$ cat config.mk
export PLATFORM = sky130hd
export DESIGN_NAME = twh_ctrl
export DESIGN_NICKNAME = d
export VERILOG_FILES = /design/src/rtl/twh_pkg.sv /design/src/rtl/twh_ctrl.sv
export SDC_FILE = /design/constraint.sdc
export NUM_CORES = 1
export LEC_CHECK = 0
export ABC_AREA = 1
export BUFFER_PORTS_ARGS = -buffer_cell sky130_fd_sc_hd__buf_2
export CAP_MARGIN = 15
export CORE_ASPECT_RATIO = 1.2
export CORE_UTILIZATION = 45
export DETAILED_ROUTE_END_ITERATION = 8
export PLACE_DENSITY = 0.74
export SYNTH_ARGS = -nofsm -noshare
export SYNTH_HDL_FRONTEND = slang
export SYNTH_SLANG_ARGS = --single-unit
$ cat constraint.sdc
create_clock -name clk -period 3.8 [get_ports clk]
set_clock_uncertainty 0.15 [all_clocks]
set_input_delay 0.57 -clock clk [delete_from_list [all_inputs] [get_ports clk]]
set_output_delay 0.57 -clock clk [all_outputs]
set_load 0.03 [all_outputs]
$ cat src/rtl/twh_pkg.sv
// shared types, constants and helpers of the temperature binned weighted histogram
package twh_pkg;

    // register map (word index)
    localparam logic [1:0] REG_TEMP_LOW    = 2'd0;
    localparam logic [1:0] REG_BIN_WIDTH   = 2'd1;
    localparam logic [1:0] REG_BINS_IN_USE = 2'd2;

    localparam logic [15:0] TEMP_LOW_RST    = 16'd6554;
    localparam logic [15:0] BIN_WIDTH_RST   = 16'd66;
    localparam logic [9:0]  BINS_IN_USE_RST = 10'd400;

    // result status codes
    localparam logic [1:0] STATUS_OK     = 2'd0;
    localparam logic [1:0] STATUS_BELOW  = 2'd1;
    localparam logic [1:0] STATUS_BEYOND = 2'd2;

    // iteration counts of the sequential units
    localparam int DIV_STEPS   = 16;
    localparam int GDIV_STEPS  = 64;
    localparam int SQRT_STEPS  = 32;
    localparam int RATIO_STEPS = 16;

    typedef struct packed {
        logic [1:0]  operation;
        logic [15:0] temperature;
        logic [31:0] cell_volume;
        logic [15:0] speed;
        logic [31:0] energy_density;
        logic [8:0]  bin_select;
    } sample_t;

    typedef struct packed {
        logic [1:0]  status;
        logic [8:0]  bin_number;
        logic [15:0] bin_center;
        logic [63:0] bin_volume;
        logic [15:0] mean_speed;
    } result_t;

    typedef enum logic [4:0] {
        S_CLEAR,
        S_IDLE,
        S_DIV,
        S_BIN,
        S_VOL_RD,
        S_VOL_ADD,
        S_GDIV,
        S_GPREP,
        S_SQRT,
        S_M_VG,
        S_M_LO,
        S_M_HI,
        S_W_SUM,
        S_F_LO,
        S_F_HI,
        S_F_SUM,
        S_EF_ADD,
        S_RD_CHK,
        S_RD_WAIT,
        S_RD_DATA,
        S_RATIO,
        S_FINISH
    } state_t;

    typedef struct packed {
        logic load;
        logic div_step;
        logic set_bin;
        logic set_sel;
        logic vol_wr;
        logic gdiv_step;
        logic sqrt_init;
        logic sqrt_step;
        logic mul_vg;
        logic mul_lo;
        logic mul_hi;
        logic w_sum;
        logic f_lo;
        logic f_hi;
        logic f_sum;
        logic ef_wr;
        logic rd_latch;
        logic ratio_step;
        logic out_load;
        logic clear_wr;
    } cmd_t;

    typedef struct packed {
        logic in_read;
        logic op_flow;
        logic dropped;
        logic sel_bad;
        logic out_free;
    } sts_t;

    function automatic logic [63:0] sat_val(input logic [63:0] x, input logic [63:0] maxv);
        sat_val = (x > maxv) ? maxv : x;
    endfunction

    function automatic logic [63:0] sat_add(input logic [63:0] a, input logic [63:0] b,
                                            input logic [63:0] maxv);
        logic [64:0] s;
        s = {1'b0, a} + {1'b0, b};
        sat_add = (s > {1'b0, maxv}) ? maxv : s[63:0];
    endfunction

endpackage

$ cat src/rtl/twh_ctrl.sv
// sequencer for the histogram: clearing pass, per operation step sequence
module twh_ctrl #(
    parameter int NUM_BINS = 512
) (
    input  logic                        clk,
    input  logic                        rst_n,
    input  logic                        sample_valid,
    output logic                        sample_stall,
    input  twh_pkg::sts_t               sts,
    output twh_pkg::cmd_t               cmd,
    output logic [$clog2(NUM_BINS)-1:0] clear_addr
);

    localparam int AW = $clog2(NUM_BINS);
    localparam int CW = (AW > 7) ? AW : 7;

    twh_pkg::state_t state_reg, state_next;
    logic [CW-1:0]   cnt_reg, cnt_next;

    always_ff @(posedge clk or negedge rst_n)
    begin
        if (!rst_n)
        begin
            state_reg <= twh_pkg::S_CLEAR;
            cnt_reg   <= '0;
        end
        else
        begin
            state_reg <= state_next;
            cnt_reg   <= cnt_next;
        end
    end

    assign clear_addr   = cnt_reg[AW-1:0];
    assign sample_stall = (state_reg != twh_pkg::S_IDLE);

    always_comb
    begin
        state_next = state_reg;
        cnt_next   = cnt_reg;
        cmd        = '0;
        unique case (state_reg)
            twh_pkg::S_CLEAR:
            begin
                cmd.clear_wr = 1'b1;
                if (cnt_reg == CW'(NUM_BINS - 1))
                begin
                    cnt_next   = '0;
                    state_next = twh_pkg::S_IDLE;
                end
                else
                begin
                    cnt_next = cnt_reg + 1'b1;
                end
            end
            twh_pkg::S_IDLE:
            begin
                if (sample_valid)
                begin
                    cmd.load   = 1'b1;
                    cnt_next   = '0;
                    state_next = sts.in_read ? twh_pkg::S_RD_CHK : twh_pkg::S_DIV;
                end
            end
            twh_pkg::S_DIV:
            begin
                cmd.div_step = 1'b1;
                if (cnt_reg == CW'(twh_pkg::DIV_STEPS - 1))
                begin
                    cnt_next   = '0;
                    state_next = twh_pkg::S_BIN;
                end
                else
                begin
                    cnt_next = cnt_reg + 1'b1;
                end
            end
            twh_pkg::S_BIN:
            begin
                cmd.set_bin = 1'b1;
                if (sts.dropped)
                begin
                    state_next = twh_pkg::S_FINISH;
                end
                else if (sts.op_flow)
                begin
                    state_next = twh_pkg::S_GDIV;
                end
                else
                begin
                    state_next = twh_pkg::S_VOL_RD;
                end
            end
            twh_pkg::S_VOL_RD:
            begin
                state_next = twh_pkg::S_VOL_ADD;
            end
            twh_pkg::S_VOL_ADD:
            begin
                cmd.vol_wr = 1'b1;
                state_next = twh_pkg::S_FINISH;
            end
            twh_pkg::S_GDIV:
            begin
                cmd.gdiv_step = 1'b1;
                if (cnt_reg == CW'(twh_pkg::GDIV_STEPS - 1))
                begin
                    cnt_next   = '0;
                    state_next = twh_pkg::S_GPREP;
                end
                else
                begin
                    cnt_next = cnt_reg + 1'b1;
                end
            end
            twh_pkg::S_GPREP:
            begin
                cmd.sqrt_init = 1'b1;
                state_next    = twh_pkg::S_SQRT;
            end
            twh_pkg::S_SQRT:
            begin
                cmd.sqrt_step = 1'b1;
                if (cnt_reg == CW'(twh_pkg::SQRT_STEPS - 1))
                begin
                    cnt_next   = '0;
                    state_next = twh_pkg::S_M_VG;
                end
                else
                begin
                    cnt_next = cnt_reg + 1'b1;
                end
            end
            twh_pkg::S_M_VG:
            begin
                cmd.mul_vg = 1'b1;
                state_next = twh_pkg::S_M_LO;
            end
            twh_pkg::S_M_LO:
            begin
                cmd.mul_lo = 1'b1;
                state_next = twh_pkg::S_M_HI;
            end
            twh_pkg::S_M_HI:
            begin
                cmd.mul_hi = 1'b1;
                state_next = twh_pkg::S_W_SUM;
            end
            twh_pkg::S_W_SUM:
            begin
                cmd.w_sum  = 1'b1;
                state_next = twh_pkg::S_F_LO;
            end
            twh_pkg::S_F_LO:
            begin
                cmd.f_lo   = 1'b1;
                state_next = twh_pkg::S_F_HI;
            end
            twh_pkg::S_F_HI:
            begin
                cmd.f_hi   = 1'b1;
                state_next = twh_pkg::S_F_SUM;
            end
            twh_pkg::S_F_SUM:
            begin
                cmd.f_sum  = 1'b1;
                state_next = twh_pkg::S_EF_ADD;
            end
            twh_pkg::S_EF_ADD:
            begin
                cmd.ef_wr  = 1'b1;
                state_next = twh_pkg::S_FINISH;
            end
            twh_pkg::S_RD_CHK:
            begin
                cmd.set_sel = 1'b1;
                state_next  = sts.sel_bad ? twh_pkg::S_FINISH : twh_pkg::S_RD_WAIT;
            end
            twh_pkg::S_RD_WAIT:
            begin
                state_next = twh_pkg::S_RD_DATA;
            end
            twh_pkg::S_RD_DATA:
            begin
                cmd.rd_latch = 1'b1;
                cnt_next     = '0;
                state_next   = twh_pkg::S_RATIO;
            end
            twh_pkg::S_RATIO:
            begin
                cmd.ratio_step = 1'b1;
                if (cnt_reg == CW'(twh_pkg::RATIO_STEPS - 1))
                begin
                    cnt_next   = '0;
                    state_next = twh_pkg::S_FINISH;
                end
                else
                begin
                    cnt_next = cnt_reg + 1'b1;
                end
            end
            twh_pkg::S_FINISH:
            begin
                if (sts.out_free)
                begin
                    cmd.out_load = 1'b1;
                    state_next   = twh_pkg::S_IDLE;
                end
            end
            default:
            begin
                state_next = twh_pkg::S_IDLE;
            end
        endcase
    end

endmodule

# --- Word level (Yosys, flattened, before mapping) ---
# Index checks and enable logic that the tools add are counted.
word_totals:
  latch_bits: 0
  input_bits: 8
  memories: 0
  word_cells: 82
  romBits: 0
  ramBits: 0
  output_inout_bits: 30
  register_bits: 14
op_classes:
  mux: 40
  n_mul: 0
  div_mod_pow: 0
  shifts: 0
  n_eq_ne: 33
  bitwise_logic: 0
  magnitude_cmp: 0
  add_sub_neg: 1
  reduce_logical: 6
ops:
  columns: ["op", "n"]
  rows:
  - ["case mux 5 bit (21 select lines)", 1]
  - ["case mux 9 bit (6 select lines)", 1]
  - ["two-way mux 5 bit", 9]
  - ["two-way mux 9 bit", 5]
  - ["== test 5 x 4 -> 1 bit (second input constant)", 8]
  - ["== test 5 bit (second input constant)", 6]
  - ["two-way mux 1 bit", 22]
  - ["== test 5 x 3 -> 1 bit (second input constant)", 4]
  - ["!= test 2 bit (second input constant)", 7]
  - ["== test 5 x 2 -> 1 bit (second input constant)", 2]
  - ["adder 9 x 1 -> 9 bit (second input constant)", 1]
  - ["== test 9 x 4 -> 1 bit (second input constant)", 1]
  - ["== test 9 x 5 -> 1 bit (second input constant)", 1]
  - ["== test 9 x 6 -> 1 bit (second input constant)", 1]
  - ["== test 9 bit (second input constant)", 1]
  - ["AND reduction 7 bit", 1]
  - ["nonzero test 6 bit", 1]
  - ["== test 5 x 1 -> 1 bit (second input constant)", 1]
  - ["logical NOT 5 bit", 1]
  - ["!= test 5 x 1 -> 1 bit (second input constant)", 1]
  - ["OR reduction 2 bit", 2]
  - ["two-way mux 3 bit", 1]
  - ["two-way mux 2 bit", 1]
  - ["AND reduction 2 bit", 1]

# --- Depth between registers and ports, before layout ---
# Gate-level depths: netlist (run 1).
depth:
  depth_word: 4
  mapped_depth: 12
  mapped_depth_nobuf: 12

# --- Worst setup path after synthesis (run 1) ---
# No wires, ideal clock.
synth_timing:
  path_type: "register -> output"
  from: "reg state_reg[0]"
  to: "out cmd[1] (netlist bit)"
  path_stages_with_launch: 5
  slack_ps: 1486
  arrival_time_ps: 1594
  required_ps: 3080
  n_path_buf: 0
  path_cell_list: "dfrtp_1 inv_2 nor2_4 inv_2 nor4_1"
synth_lines:
  columns: ["element", "line", "rtl"]
  rows:
  - ["from (decl)", "twh_ctrl.sv:17", "twh_pkg::state_t state_reg, state_next;"]
  - ["from (signal assigned)", "twh_ctrl.sv:24", "state_reg <= twh_pkg::S_CLEAR;"]
  - ["from (signal assigned)", "twh_ctrl.sv:29", "state_reg <= state_next;"]
  - ["to (decl)", "twh_ctrl.sv:10", "output twh_pkg::cmd_t cmd,"]

==> metrics.txt, run 1 <==
status completed; Ys Warns 0; Mapped Area 0.001494 mm2; starting density of the core 48.03%; Routed WL per cell 12.27 um; worst flop-to-flop path startpoint clear_addr[1]$_DFFE_PN0P_; Post-DRT Antenna Nets 0; max reg flops 9; Worst Path Arrival 1.60 ns; die height 65.12 um; Die Wd 54.60 um; # rows 22; count of cell types in the netlist 28; Slew Limit Fails 0; CTS Sinks 14; initial antenna violation count 0; Max-Cap Viols 0; Synth Register Bits 14; dpl cell area 0.001709 mm2; crit-path max FO 6; clk buf depth 2; crit path launch state_reg[3]$_DFFE_PN0P_; full die area 0.003555 mm2; H-tree depth 1; max incr delay on CP 0.50 ns; Critical Path Start Type register; cells along the critical path inv_1, nand2_1, nor2_1, nand2_1, inv_1, buf_2; crit path time final 2.319 ns; Worst EP required 3.08 ns; root buf cell clkbuf_4; share of layout cells above drive strength 1 23.96%; Final Cell Area 0.001745 mm2; Max-Slew Margin vs Limit 77.53%; post-layout util 56.11%; placed wire-length estimate 3.238 mm; DRC 0; largest net degree at the start of global routing 15; Clock Latency Late Sink 0.28 ns; crit path kind register to primary output; vias in the first global route 1391; Via density 5.231; setup violators final 0; HP Class input port to async pin; Final Hold Fails 0; Vias 1695; Clk pin slew, worst setup/hold paths 0.09 ns; Setup Fix Bufs, Post-CTS 0; Area growth, synth to finish 16.83%; CTS tree done; n_diodes 0; GRT Total Usage 23.69%; GRT Residual Overflow 0; Leak 1.165 nW; dpl ws 1.648 ns; GPL Wtd Cong 0.8877; boundary pin count 38; layout net count 299; sum of negative setup slack 0 ns; Pre-antenna DRT Iters 5; WL final 3.975 mm; register area share after synthesis 23.45%; Syn Inst Count 249; Net Count, Synth 259; reg2reg path depth 11; max frequency 431.3 MHz; Avg Cell Area, Syn 6.000 um2; total power 1.298 mW; Final Non-Filler Cells 324; Slew @ Worst Pin 0.3370 ns; slowest library cell on the worst path dfrtp_1; Num CTS Buffers 3; worst setup margin 1.481 ns; Placed Cells 320; cts hold-fix bufs 0; first-pass GRT wire length 6.078 mm; core footprint 0.003110 mm2; PortBufs 37; Max IR drop VDD 0.5388 mV; hold_ws 0.02008 ns; Final period util 61.01%; post-CTS sizing 0; RSZ-0062 raised after global routing no; r2r setup slk 1.60 ns; type of destination of the critical path primary output; pwr dens 743.7 mW/mm2; RR Endpoint clear_addr[1]$_DFFE_PN0P_; DR iter-0 viols 75
critical path: cells and delay by family, from the launching register on:
family,cells,cell delay [ns]
simple gates,3,0.47
flops,1,0.50
buf+inv,3,0.35
cell type report:
type | instances | area [um2]
clock buffer | 4 | 36.28
fill | 336 | 1365
inverter | 45 | 168.9
multi-input combinational | 188 | 959.7
sequential | 14 | 350.3
tap | 36 | 45.04
timing repair buffer | 37 | 185.2
layout by cell type, fill, tap and decap left out:
cell,instances
nand3_4,1
buf_2,37
inv_2,8
o22ai_1,1
clkbuf_4,3
o21bai_1,3
ha_1,2
nor2_1,29
o21ai_1,1
inv_1,37
nor2_2,5
nand2_1,79
o21ai_0,6
nor4_1,1
o31ai_1,2
a211oi_1,1
nand3_1,26
a21oi_1,3
nor2_8,2
nand4_1,11
dfrtp_1,14
nand3_2,3
clkbuf_8,1
nand2_4,1
nand2_2,4
nor2_4,4
xor2_1,1
o211ai_1,1
and2_1,1
Yosys cell counts, drive strengths merged:
cell    count  area (um2)
nand2      84       332.8
inv        45       168.9
nor2       40       225.2
nand3      30       177.7
dfrtp      14       350.3
nand4      11       68.82
o21ai       7       35.03
a21oi       3       15.01
o21bai      3       22.52
ha          2       25.02
o31ai       2       15.01
a211oi      1       7.510
and2        1       6.260
buf         1       11.26
clkbuf      1       3.750
nor4        1       6.260
o211ai      1       7.510
o22ai       1       6.260
xor2        1       8.760
logic make-up (layout without fill, tap and decap cells):
kind of cell	after synthesis	after routing	share of synthesized area, %
AOI/OAI and AO/OA	18	18	7.286
xor gates and xnor gates	1	1	0.5864
adders and majority gates	2	2	1.675
buffers and inverters	47	86	12.31
DFF	14	14	23.45
and+or+nand+nor	167	167	54.69
layer usage:
metal / share of wire, % / track usage, %
met2: 51 / 41.72
met5: 0 / 0
met4: 2.3 / 7.051
met3: 4.7 / 4.167
met1: 42 / 27.91
where the power goes:
group          switching [mW]  internal, mW  total (mW)
clock                  0.0495        0.0583       0.108
sequential             0.0702         0.194       0.264
combinational           0.668         0.258       0.926
total                   0.788         0.510        1.30
worst max-delay path by stage:
stage | to | slack, ns
3_5_place_dp | clear_addr[0]$_DFFE_PN0P_ | 1.65
5_1_grt | cmd[15] | 1.29
2_1_floorplan | cmd[1] | 1.49
4_1_cts | cmd[12] | 1.45
6_report | cmd[15] | 1.48
3_3_place_gp | clear_addr[1]$_DFFE_PN0P_ | 1.71
Note: power is estimated with default switching activity, not from simulation.
==> run 2: changes to the inputs <==
Settings changed: PLACE_DENSITY 0.74 to 0.77.
Clock period 3.8 ns to 2.03 ns, I/O delays scaled along.
==> metrics.txt, run 2 (synthesis gave the netlist of run 1 again) <==
HP Class input port to register; Worst Path Arrival 1.51 ns; CTS Sinks 14; Slew Limit Fails 0; DR iter-0 viols 63; Final Hold Fails 0; DR WL met3 213 um; sw frac 59.90%; full die area 0.003555 mm2; Worst EP required 1.58 ns; Post-DRT Antenna Nets 0; Multi-input gate area 0.001026 mm2; Max IR drop VDD 0.9472 mV; Die Wd 54.60 um; Vias 1801; WP buf/inv 3; type of destination of the critical path primary output; Area growth, synth to finish 28.14%; hold_sp sts[0]; most frequent cells in the layout nand2_1 (77), inv_1 (36), buf_2 (33); root buf cell clkbuf_4; max incr delay on CP 0.46 ns; GPL Wtd Cong 0.9616; crit path kind register to primary output; dpl ws -0.04100 ns; n_diodes 0; most common cell after layout, fill and taps aside nand2_1; max frequency 508.7 MHz; pwr dens 1363 mW/mm2; DRC 0; status completed; setup violators final 0; CTS tree done; cell mode on critical path buf_4; Clk pin slew, worst setup/hold paths 0.08 ns; Top Metal Used met4; layout net count 311; cells along the critical path buf_4, nand3_4, nor2_8, buf_4, buf_4; register area 357.8 um2; starting density of the core 48.03%; share of layout cells above drive strength 1 32.00%; Final period util 96.84%; Largest delay share family, worst path buffers and inverters; filler instances 305; Critical Path Start Type register; Clock Power Share 6.6%; met2 WL 2.212 mm; vias in the first global route 1629; Leak 1.212 nW; Sequential Power Share 19.4%; Num CTS Buffers 3; Pre-antenna DRT Iters 4; worst setup margin 0.06408 ns; RR Endpoint state_reg[2]$_DFFE_PN0P_; placed wire-length estimate 3.403 mm; max reg flops 9; dpl cell area 0.001773 mm2; crit path time final 1.966 ns; # rows 22; first-pass GRT wire length 7.079 mm; Max-Slew Margin vs Limit 77.52%; Routed WL per cell 13.00 um; GRT Total Usage 27.00%; crit-path max FO 8; GRT Residual Overflow 0; WL final 4.368 mm; Clock Latency Late Sink 0.29 ns; Net Switching 1.563 mW; Pint 1.047 mW; reg2reg path depth 9; combinational share of power 73.9%; Max-Cap Viols 0; core footprint 0.003110 mm2; r2r setup slk 0.14 ns; Via density 5.360; post-layout util 61.54%; met1 wire length 1.793 mm; Slew @ Worst Pin 0.3372 ns; die height 65.12 um; Hold EP state_reg[0]$_DFFE_PN0P_; Hold Crit Depth 6; boundary pin count 38; PortBufs 37; clk buf depth 2; initial antenna violation count 0; slowest library cell on the worst path dfrtp_2; worst flop-to-flop path startpoint clear_addr[0]$_DFFE_PN0P_; largest net degree at the start of global routing 15; Final Cell Area 0.001914 mm2; H-tree depth 1
## run 2: worst reg2reg max path, delay by kind of cell (launching register included)
family / cells / cell delay (ns)
flops: 1 / 0.39
fa+ha+maj: 2 / 0.36
compound gates: 2 / 0.21
simple gates: 5 / 0.69
## run 2: repair_timing
item                       CTS  global route
setup buffers                0             4
hold buffers                 1             0
hold endpoints to repair    14             0
setup endpoints to repair   10            23
pin swaps                    1             4
gates resized for setup      4            24
## run 2: worst max path at each step
stage	from	endpoint	slack (ns)	cells after the start
finish	state_reg[3]$_DFFE_PN0P_	cmd[12]	0.06	5
global route	clear_addr[0]$_DFFE_PN0P_	state_reg[2]$_DFFE_PN0P_	-0.02	10
CTS	state_reg[1]$_DFFE_PN0P_	cmd[12]	0.004	5
detailed placement	clear_addr[0]$_DFFE_PN0P_	clear_addr[0]$_DFFE_PN0P_	-0.04	11
global placement	clear_addr[0]$_DFFE_PN0P_	clear_addr[0]$_DFFE_PN0P_	-0.03	11
floorplan	clear_addr[1]$_DFFE_PN0P_	clear_addr[6]$_DFFE_PN0P_	0.002	11
## run 2: metal layers
metal	GRT usage [%]	vias up
met1	33.14	825
met5	0	-
met3	3.935	14
li1	-	889
met2	43.22	73
met4	15.38	0
## run 2: through the flow
step,hold WS (ns),setup TNS [ns],instances,power (mW)
2_1_floorplan,-0.1411,0,249,1.867
3_3_place_gp,0.06840,-0.05412,327,2.253
3_5_place_dp,0.07306,-0.1358,327,2.259
4_1_cts,0.2906,0,332,2.460
5_1_grt,0.3142,-0.03199,336,2.855
6_report,0.2921,0,336,2.610
## run 2: area by class of cell
type | instances | area share [%]
Timing Repair Buffer | 49 | 15.03
Multi-Input combinational cell | 188 | 53.59
Tap cell | 36 | 2.353
Sequential cell | 14 | 18.69
Clock buffer | 4 | 1.373
Inverter | 45 | 8.954
## run 2: power by group through the flow
stage | registers [mW] | logic, mW | clock network, mW
floorplan | 0.543 | 1.32 | 0
global placement | 0.480 | 1.77 | 0
detailed placement | 0.484 | 1.77 | 0
CTS | 0.486 | 1.79 | 0.179
global route | 0.518 | 2.14 | 0.195
finish | 0.507 | 1.93 | 0.173
==> run 3: changes to the inputs <==
Settings changed: CTS_BUF_LIST from default to sky130_fd_sc_hd__clkbuf_2, PLACE_DENSITY 0.77 to 0.73.
==> metrics.txt, run 3 (synthesis gave the netlist of run 1 again) <==
status completed; Max-Cap Viols 0; DRC 0; crit path launch state_reg[3]$_DFFE_PN0P_; Max-Slew Margin vs Limit 78.01%; Critical Path Start Type register; Clk pin slew, worst setup/hold paths 0.15 ns; n_diodes 0; die height 65.12 um; Placed Cells 331; share of layout cells above drive strength 1 34.31%; Worst Path Arrival 1.53 ns; # rows 22; Die Wd 54.60 um; initial antenna violation count 0; setup violators final 0; DR iter-0 viols 56; most frequent cells in the layout nand2_1 (77), inv_1 (35), nor2_1 (26), buf_2 (26), nand3_1 (24); max reg flops 9; Final period util 97.51%; boundary pin count 38; Final Hold Fails 0; Slew @ Worst Pin 0.3298 ns; Worst EP required 1.58 ns; Leak 1.236 nW; placed wire-length estimate 3.528 mm; CTS Sinks 14; reg2reg path depth 10; layout net count 317; GRT Total Usage 26.86%; Clock Latency Late Sink 0.29 ns; full die area 0.003555 mm2; root buf cell clkbuf_2; Area growth, synth to finish 32.16%; vias in the first global route 1556; dpl cell area 0.001803 mm2; HP Class input port to async pin; Vias 1769; max frequency 505.2 MHz; Num CTS Buffers 3; Routed WL per cell 12.89 um; starting density of the core 48.03%; GPL Wtd Cong 0.9169; pwr dens 1367 mW/mm2; Max IR drop VDD 0.9894 mV; RSZ-0062 raised after global routing yes; filler instances 312; largest net degree at the start of global routing 15; crit path time final 1.980 ns; first-pass GRT wire length 6.955 mm; PortBufs 37; Pre-antenna DRT Iters 4; most common cell after layout, fill and taps aside nand2_1; Final Non-Filler Cells 342; GRT Residual Overflow 0; Post-DRT Antenna Nets 0; crit path kind register to primary output; clk buf depth 2; RR Endpoint clear_addr[8]$_DFFE_PN0P_; Slew Limit Fails 0; type of destination of the critical path primary output; core footprint 0.003110 mm2; worst flop-to-flop path startpoint state_reg[3]$_DFFE_PN0P_; CTS tree done; Via density 5.173; crit-path max FO 6; Final Cell Area 0.001974 mm2; r2r setup slk 0.09 ns; H-tree depth 1; WL final 4.410 mm
## run 3: changes by cell type in the layout (fill, tap and decap cells not counted), sizes merged
cell / change
buf: +2
clkinv: +1
clkbuf: +3
## run 3: worst max-delay path, cell delays in order, from the launching register on
cell and delay (ns):
dfrtp_2 0.51, nor2_4 0.18, buf_4 0.13, nand3_1 0.15
inv_1 0.09, clkbuf_4 0.18
## run 3: cell type report
cell class	instances	area, um2	share of cell area [%]
timing repair buffer	55	357.8	18.12
tap	36	45.04	2.281
multi-input combinational	188	1022	51.77
sequential	14	359.1	18.19
clock buffer	3	15.01	0.7605
inverter	45	171.4	8.682
clock inverter	1	3.754	0.1901
## run 3: per-stage QoR
stage | power [mW] | hold slack (ns) | setup TNS [ns] | utilization (%) | setup WS (ns)
after floorplan | 1.867 | -0.1411 | 0 | - | 0.001737
after global placement | 2.317 | 0.06920 | 0 | 57.96 | 0.1574
after detailed placement | 2.343 | 0.07084 | 0 | 57.96 | 0.1022
after CTS | 2.524 | 0.2755 | 0 | 59.45 | 0.005181
after global routing | 2.946 | 0.2896 | -0.1638 | 63.48 | -0.02627
final | 2.698 | 0.2640 | 0 | 63.48 | 0.05048
## run 3: power breakdown
group	total (mW)	switching, mW	internal (mW)
clock	0.139	0.0967	0.0428
sequential	0.505	0.131	0.374
combinational	2.05	1.37	0.681
total	2.70	1.60	1.10
## run 3: how the worst max path moves through the flow
stage                                      to  slack (ns)  cells past startpoint
floorplan           clear_addr[6]$_DFFE_PN0P_       0.002                     11
global placement    clear_addr[8]$_DFFE_PN0P_        0.16                      9
detailed placement  clear_addr[0]$_DFFE_PN0P_        0.10                     11
CTS                                   cmd[12]       0.005                      4
global route                          cmd[11]       -0.03                      7
finish                                 cmd[3]        0.05                      5
## run 3: timing repair
action                                  in CTS  in global routing
buffers inserted                             1                  5
resized for setup                            5                 35
pin swaps                                    0                  5
endpoints found under the setup margin      10                 31
hold buffers                                 1                  0
hold endpoints to repair                    14                  0
## run 3: routing by layer
layer	track usage [%]	wire [um]
met1	31.71	1720
met5	0	0
met3	4.861	167
met4	6.410	76
met2	47.89	2446
